File: src/rtl/core/tsv_pkg.sv
`timescale 1ns / 1ps
// ----------------------------------------------------------------------------
// Timestamp validator package
// Shared constants, the gathered field record and the calendar helpers.
// ----------------------------------------------------------------------------
package tsv_pkg;

  localparam int unsigned PosW   = 5;
  localparam int unsigned ValW   = 7;
  localparam int unsigned CharW  = 8;

  // A complete timestamp has this many characters.
  localparam logic [PosW-1:0] TsLen  = 5'd19;
  // The position counter stops here.
  localparam logic [PosW-1:0] PosSat = 5'd20;

  localparam logic [CharW-1:0] CharDash  = 8'h2D;
  localparam logic [CharW-1:0] CharUnder = 8'h5F;
  localparam logic [CharW-1:0] CharZero  = 8'h30;
  localparam logic [CharW-1:0] CharNine  = 8'h39;
  localparam logic [CharW-1:0] CharNone  = 8'h00;

  localparam logic [ValW-1:0] MonthMax  = 7'd12;
  localparam logic [ValW-1:0] HourMax   = 7'd23;
  localparam logic [ValW-1:0] MinSecMax = 7'd59;
  localparam logic [ValW-1:0] FebLeap   = 7'd29;

  // The year is kept as its two upper and its two lower decimal digits, which
  // makes the century and leap-year tests plain bit tests.
  typedef struct packed {
    logic [ValW-1:0] year_hi;
    logic [ValW-1:0] year_lo;
    logic [ValW-1:0] month;
    logic [ValW-1:0] day;
    logic [ValW-1:0] hour;
    logic [ValW-1:0] minute;
    logic [ValW-1:0] second;
  } ts_fields_t;

  // Separator demanded at a position, or CharNone where a digit is due.
  function automatic logic [CharW-1:0] sep_char(input logic [PosW-1:0] pos);
    logic [CharW-1:0] c;
    case (pos)
      5'd4, 5'd7, 5'd13, 5'd16: c = CharDash;
      5'd10:                    c = CharUnder;
      default:                  c = CharNone;
    endcase
    return c;
  endfunction

  // Days in a month numbered 1 to 12.
  function automatic logic [ValW-1:0] month_days(input logic [ValW-1:0] month,
                                                 input logic leap);
    logic [ValW-1:0] d;
    case (month)
      7'd1, 7'd3, 7'd5, 7'd7, 7'd8, 7'd10, 7'd12: d = 7'd31;
      7'd4, 7'd6, 7'd9, 7'd11:                     d = 7'd30;
      7'd2:    d = leap ? FebLeap : 7'd28;
      default: d = 7'd31;
    endcase
    return d;
  endfunction

endpackage

File: src/rtl/core/timestamp_string_validator.sv
`timescale 1ns / 1ps
// ----------------------------------------------------------------------------
// Timestamp string validator
// Checks streamed strings against the form YYYY-MM-DD_HH-MM-SS and the
// Gregorian calendar.
// ----------------------------------------------------------------------------
// The block takes one character beat per cycle and gives one verdict beat for
// each terminator beat, none for ordinary characters. The per-character
// update of the position counter, the format flag and the decimal field
// registers is a single shallow step, and the verdict is worked out from those
// registers as the terminator is taken and placed in the result register. The
// input is stalled only while a verdict is held in the result register and the
// downstream side stalls it, so with a free-running consumer the sustained rate
// is one beat per cycle. After each terminator the position counter, format
// flag and fields return to their reset values, ready for the next string.
// ----------------------------------------------------------------------------
module timestamp_string_validator (
  input  logic                         clk_i,
  input  logic                         rst_ni,
  input  logic                         in_valid_i,
  output logic                         in_stall_o,
  input  logic [tsv_pkg::CharW-1:0]    char_code_i,
  input  logic                         is_end_i,
  output logic                         out_valid_o,
  input  logic                         out_stall_i,
  output logic                         valid_res_o
);
  import tsv_pkg::*;

  logic [PosW-1:0] pos_q, pos_d;
  logic            fmt_q, fmt_d;
  ts_fields_t      fld_q, fld_d;
  logic            out_valid_q, out_valid_d;
  logic            res_q;

  logic            in_acc;
  logic            verdict;
  logic [CharW-1:0] sep;
  logic            is_digit;
  logic [3:0]      digit;

  // A field value gains one decimal digit; two digits at most, so it fits.
  function automatic logic [ValW-1:0] add_digit(input logic [ValW-1:0] v,
                                                input logic [3:0] d);
    logic [10:0] s;
    s = ({4'd0, v} * 11'd10) + {7'd0, d};
    return s[ValW-1:0];
  endfunction

  // The result register can take a new verdict whenever it is empty or being
  // emptied in this cycle.
  assign in_stall_o = out_valid_q && out_stall_i;
  assign in_acc     = in_valid_i && !in_stall_o;

  tsv_verdict u_verdict (
    .fields_i    (fld_q),
    .pos_i       (pos_q),
    .format_ok_i (fmt_q),
    .ok_o        (verdict)
  );

  always_comb begin
    sep      = sep_char(pos_q);
    is_digit = (char_code_i >= CharZero) && (char_code_i <= CharNine);
    digit    = 4'(char_code_i - CharZero);

    pos_d = pos_q;
    fmt_d = fmt_q;
    fld_d = fld_q;

    if (in_acc) begin
      if (is_end_i) begin
        // The terminator closes the string and returns the counter, format flag and fields to reset.
        pos_d = '0;
        fmt_d = 1'b1;
        fld_d = '0;
      end else begin
        if (pos_q < TsLen) begin
          if (sep != CharNone) begin
            if (char_code_i != sep) begin
              fmt_d = 1'b0;
            end
          end else if (is_digit) begin
            case (pos_q)
              5'd0, 5'd1:   fld_d.year_hi = add_digit(fld_q.year_hi, digit);
              5'd2, 5'd3:   fld_d.year_lo = add_digit(fld_q.year_lo, digit);
              5'd5, 5'd6:   fld_d.month   = add_digit(fld_q.month, digit);
              5'd8, 5'd9:   fld_d.day     = add_digit(fld_q.day, digit);
              5'd11, 5'd12: fld_d.hour    = add_digit(fld_q.hour, digit);
              5'd14, 5'd15: fld_d.minute  = add_digit(fld_q.minute, digit);
              default:      fld_d.second  = add_digit(fld_q.second, digit);
            endcase
          end else begin
            fmt_d = 1'b0;
          end
        end
        // Strings longer than the format saturate the counter and fail.
        if (pos_q < PosSat) begin
          pos_d = pos_q + 5'd1;
        end
      end
    end

    // Result register: loads on a terminator, drains when not stalled.
    out_valid_d = out_valid_q;
    if (out_valid_q && !out_stall_i) begin
      out_valid_d = 1'b0;
    end
    if (in_acc && is_end_i) begin
      out_valid_d = 1'b1;
    end
  end

  always_ff @(posedge clk_i or negedge rst_ni) begin
    if (!rst_ni) begin
      pos_q       <= '0;
      fmt_q       <= 1'b1;
      fld_q       <= '0;
      out_valid_q <= 1'b0;
    end else begin
      pos_q       <= pos_d;
      fmt_q       <= fmt_d;
      fld_q       <= fld_d;
      out_valid_q <= out_valid_d;
    end
  end

  always_ff @(posedge clk_i) begin
    if (in_acc && is_end_i) begin
      res_q <= verdict;
    end
  end

  assign out_valid_o = out_valid_q;
  assign valid_res_o = res_q;

endmodule

File: src/rtl/core/tsv_verdict.sv
`timescale 1ns / 1ps
// ----------------------------------------------------------------------------
// Timestamp verdict
// Decides from the gathered fields whether a closed string is a valid date.
// ----------------------------------------------------------------------------
module tsv_verdict (
  input  tsv_pkg::ts_fields_t        fields_i,
  input  logic [tsv_pkg::PosW-1:0]   pos_i,
  input  logic                       format_ok_i,
  output logic                       ok_o
);
  import tsv_pkg::*;

  logic            year_ok;
  logic            leap;
  logic [ValW-1:0] max_day;

  always_comb begin
    year_ok = (fields_i.year_hi != '0) || (fields_i.year_lo != '0);
    // Gregorian rule: a century year is leap only when divisible by 400.
    if (fields_i.year_lo != '0) begin
      leap = (fields_i.year_lo[1:0] == 2'b00);
    end else begin
      leap = (fields_i.year_hi[1:0] == 2'b00);
    end
    max_day = month_days(fields_i.month, leap);
    ok_o = format_ok_i && (pos_i == TsLen) && year_ok
        && (fields_i.month != '0) && (fields_i.month <= MonthMax)
        && (fields_i.hour <= HourMax) && (fields_i.minute <= MinSecMax)
        && (fields_i.second <= MinSecMax)
        && (fields_i.day != '0) && (fields_i.day <= max_day);
  end

endmodule

File: config.mk
export PLATFORM = sky130hd
export DESIGN_NAME = timestamp_string_validator
export DESIGN_NICKNAME = d
export VERILOG_FILES = /design/src/rtl/core/tsv_pkg.sv /design/src/rtl/core/timestamp_string_validator.sv /design/src/rtl/core/tsv_verdict.sv
export SDC_FILE = /design/constraint.sdc
export NUM_CORES = 1
export LEC_CHECK = 0
export ABC_AREA = 1
export BUFFER_PORTS_ARGS = -buffer_cell sky130_fd_sc_hd__buf_4
export CELL_PAD_IN_SITES_DETAIL_PLACEMENT = 2
export CELL_PAD_IN_SITES_GLOBAL_PLACEMENT = 2
export CORE_ASPECT_RATIO = 1.75
export CORE_UTILIZATION = 37
export CTS_BUF_LIST = sky130_fd_sc_hd__clkbuf_8 sky130_fd_sc_hd__clkbuf_16
export DETAILED_ROUTE_END_ITERATION = 8
export MAX_ROUTING_LAYER = met4
export PLACE_DENSITY = 0.76
export RECOVER_POWER = 25
export SLEW_MARGIN = 30
export SYNTH_ARGS = -nofsm -noshare
export SYNTH_HDL_FRONTEND = slang
export SYNTH_SLANG_ARGS = --single-unit
File: constraint.sdc
create_clock -name clk_i -period 2.7 [get_ports clk_i]
set_input_delay 0.405 -clock clk_i [delete_from_list [all_inputs] [get_ports clk_i]]
set_output_delay 0.405 -clock clk_i [all_outputs]
set_load 0.05 [all_outputs]
==> implementation parameters <==
Parameter                              Value

Floorplan
  Die outline area ... 14200 um2
  Effective utilization at floorplan ... 0.378
  Ports placed on the boundary ... 16
  Core area ... 13400 um2
  Number of core rows ... 56
  Vertical extent of the die ... 157 um
  DIE WIDTH ... 90.4 um

Synth
  Avg Cell Area, Syn ... 7.37 um2
  Synthesized cell area ... 5060 um2
  Flip-flop and latch count after synthesis ... 57
  Seq/Total Area, Yosys ... 0.283
  Top FF cell, synth ... dfrtp_1
  Number of enable-type register cells in the synthesized netlist ... 1
  Number of standard cells after synthesis ... 686
  Post-Syn Nets ... 769
  Warnings from Yosys ... 0
  Unique cell type count in the Yosys netlist ... 36
  Post-synthesis async set-or-reset flop share ... 0.982

Run status
  Violations in the final reports ... max-capacitance violations, max-slew violations
  Status ... complete, but fails checks

Power and ir drop
  Static leakage ... 0.00294 uW
  Peak supply drop ... 0.348 mV
  PD cells ... 985 nW/um2

Clock tree
  Max Buffers Root-to-Sink ... 2
  CTS tree ... done
  Post-CTS sizing ... 0
  Clock root buffer ... clkbuf_16
  Clock latency on the worst-skew pair ... 0.33 ns
  Sink count of the clock tree ... 57
  Cts bufs inserted ... 9
  Clock edge transition at the registers on the reported setup and hold paths ... 0.06 ns
  Setup repair bufs after CTS ... 0
  Deepest level of the CTS H-tree ... 3
  Cts hold-fix bufs ... 0

Routing
  Detailed Route Iter0 Violations ... 100
  Count of vias placed by the detailed router ... 4613
  Post-detailed-route via-to-cell ratio ... 5.23
  Post-route DRC violation count ... 0
  Mean routed wirelength per cell ... 18.2 um
  Routed WL ... 16100 um
  Number of detailed-route iterations in the first pass ... 4
  Number of nets still failing antenna checks after routing ... 0

Critical path
  Crit path launch type ... flop
  Worst path cell trace ... ha_1 -> ha_1 -> inv_1 -> fa_1 -> nor2_1 -> nand4_1 -> nand2_1 -> inv_1 -> or2_2 -> nand3_1 -> nand2_1
  Category of the critical setup timing path ... flop to flop
  Count of buffer and inverter cells on the critical path ... 2
  Family with the most delay on the worst path ... adder cells
  Peak per-stage delay on the critical path ... 0.44 ns
  Data arrival time at the worst-slack endpoint ... 2.60 ns
  WP data required ... 2.91 ns
  Highest fanout seen on the critical path ... 5
  Endpoint of the most critical register-to-register path ... fld_q[41]
  Crit path capture type ... flop
  Worst r2r path cells ... 11
  Reg2reg start ... fld_q[36]
  Highest-delay cell along the critical path ... fa_1
  Register-to-register path setup slack ... 0.31 ns

Global routing
  First-pass GRT wire length ... 26600 um
  Largest net degree at the start of global routing ... 57
  Number of global-route vias before repair ... 5402
  Aggregate global routing overflow ... 0
  Total routing usage reported by global routing ... 0.251
  Initial antenna violation count ... 0

Min path
  Path type of the worst min-delay path ... primary input to flop
  Hold Crit Endpoint ... out_valid_o
  Hold Path Depth ... 3
  Hold Crit Start ... out_stall_i

Layout
  Number of nets in the final layout ... 786
  Fill cells ... 1595
  Fraction of layout instances using a drive strength above 1 ... 0.114
  Filler-free cell count of the finished design ... 882
  Number of diodes added for antenna fixing ... 0
  Area growth from synthesis to final layout ... 11.0%

Placement
  Quantity of I/O buffers inserted on ports ... 15
  Cell count after placement ... 866
  GP Congestion ... 0.822
  HPWL after detailed placement ... 12500 um

Timing
  Summed negative setup slack over all endpoints ... 0 ns
  Peak clock frequency supported by timing ... 419 MHz
  Shortest period the worst path allows ... 2.39 ns
  Number of hold-slack violations in the final timing report ... 0
  Unrepaired setup endpoints after global routing ... no
  Slew at the pin with the worst max-slew slack ... 1.56 ns
  Remaining max-slew budget at the tightest pin ... -0.0381
  Clock tree skew after final layout ... 0.00995 ns
  Post-route fraction of the period consumed by the critical path ... 0.885
  Max-slew violation count ... 57
  Finish-stage setup viols ... 0

Flow run
  Maximum Capacitance Violations ... 1
-- where the power goes --
part	internal (uW)	switching, uW
Sequential	1150	360
Combinational	1110	1770
Clock	726	417
Total	2990	2540
-- cell type report --
cell class	count	area (um2)	area share
multi-input combinational	523	3190	0.568
tap	174	218	0.0388
inverter	94	353	0.0629
clock buffer	10	239	0.0426
clock inverter	6	51.3	0.00914
sequential	57	1430	0.255
timing repair buffer	18	133	0.0236
-- layout by cell type, fill, tap and decap left out, types with 10 or more instances in the layout --
master	n
dfrtp_1	55
o21ai_0	26
ha_1	56
nand2_1	217
o21ai_2	20
or2_2	10
buf_4	17
a21oi_1	21
nand3_1	53
inv_1	95
fa_1	14
nor2_1	48
-- metrics by stage --
step / area, um2 / utilization / total power [uW] / setup slack (ns) / hold WS [ns]
after floorplan: 5060 / - / 3550 / 0.512 / 0.109
after global placement: 5330 / 0.398 / 4160 / 0.416 / 0.458
after detailed placement: 5330 / 0.398 / 4430 / 0.299 / 0.467
after CTS: 5620 / 0.420 / 5650 / 0.287 / 0.186
after global routing: 5610 / 0.419 / 6070 / 0.145 / 0.351
final: 5610 / 0.419 / 5530 / 0.312 / 0.322
-- worst reg2reg max path: stages, from the launching register on --
cell     delay [ns]
dfrtp_1        0.43
ha_1           0.33
ha_1           0.19
inv_1          0.06
fa_1           0.44
nor2_1         0.17
nand4_1        0.09
nand2_1        0.07
inv_1          0.05
or2_2          0.30
nand3_1        0.09
nand2_1        0.06
-- layer usage --
metal,vias up,track usage,wire length [um]
met5,-,-,0
met4,0,0.104,573
met3,31,0.0292,181
met2,40,0.514,9520
met1,2308,0.227,5800
li1,2234,-,-
-- worst max path at each step --
stage / startpoint / to / slack, ns / cells after the start
4_1_cts: fld_q[36] / fld_q[41] / 0.29 / 11
3_5_place_dp: fld_q[36] / fld_q[41] / 0.30 / 11
2_1_floorplan: fld_q[36] / fld_q[41] / 0.51 / 11
5_1_grt: fld_q[36] / fld_q[41] / 0.15 / 11
6_report: fld_q[36] / fld_q[41] / 0.31 / 11
3_3_place_gp: fld_q[36] / fld_q[41] / 0.42 / 11
-- cells in the mapped netlist, types with 2 or more instances --
cell      count  area share
o21ai_2      20       0.035
o21ai_1       5      0.0049
nor3_1        7      0.0069
or2_2        10       0.012
xnor2_1       9       0.016
nand3_1      53       0.052
a31o_2        5      0.0087
nor2_1       48       0.036
nand4_1       9       0.011
nand2_1     217        0.16
ha_1         56        0.14
inv_2         2      0.0015
nand2_4       2      0.0045
xor2_1        4      0.0069
nand2_2       3      0.0037
nor4_1        2      0.0025
a21oi_1      21       0.021
clkbuf_1      3      0.0022
buf_2         2      0.0020
fa_1         14       0.055
o21ai_0      26       0.026
inv_1        92       0.068
buf_6         5       0.011
dfrtp_1      55        0.27
nand3_4       4       0.014
buf_1         2      0.0015
-- state kept, by name, summed over array words and instances (netlist names) --
signal       count
fld_q           49
pos_q            5
fmt_q            1
out_valid_o      1
valid_res_o      1
-- cells by family (layout without fill, tap and decap cells) --
logic type | after synthesis | count (layout) | synth area share
simple gates | 359 | 359 | 0.311
buf+inv | 106 | 128 | 0.0866
compound gates | 81 | 81 | 0.103
fa+ha+maj | 70 | 70 | 0.194
flops | 57 | 57 | 0.283
xor+xnor | 13 | 13 | 0.0225
(Power assumes the default switching activity.)
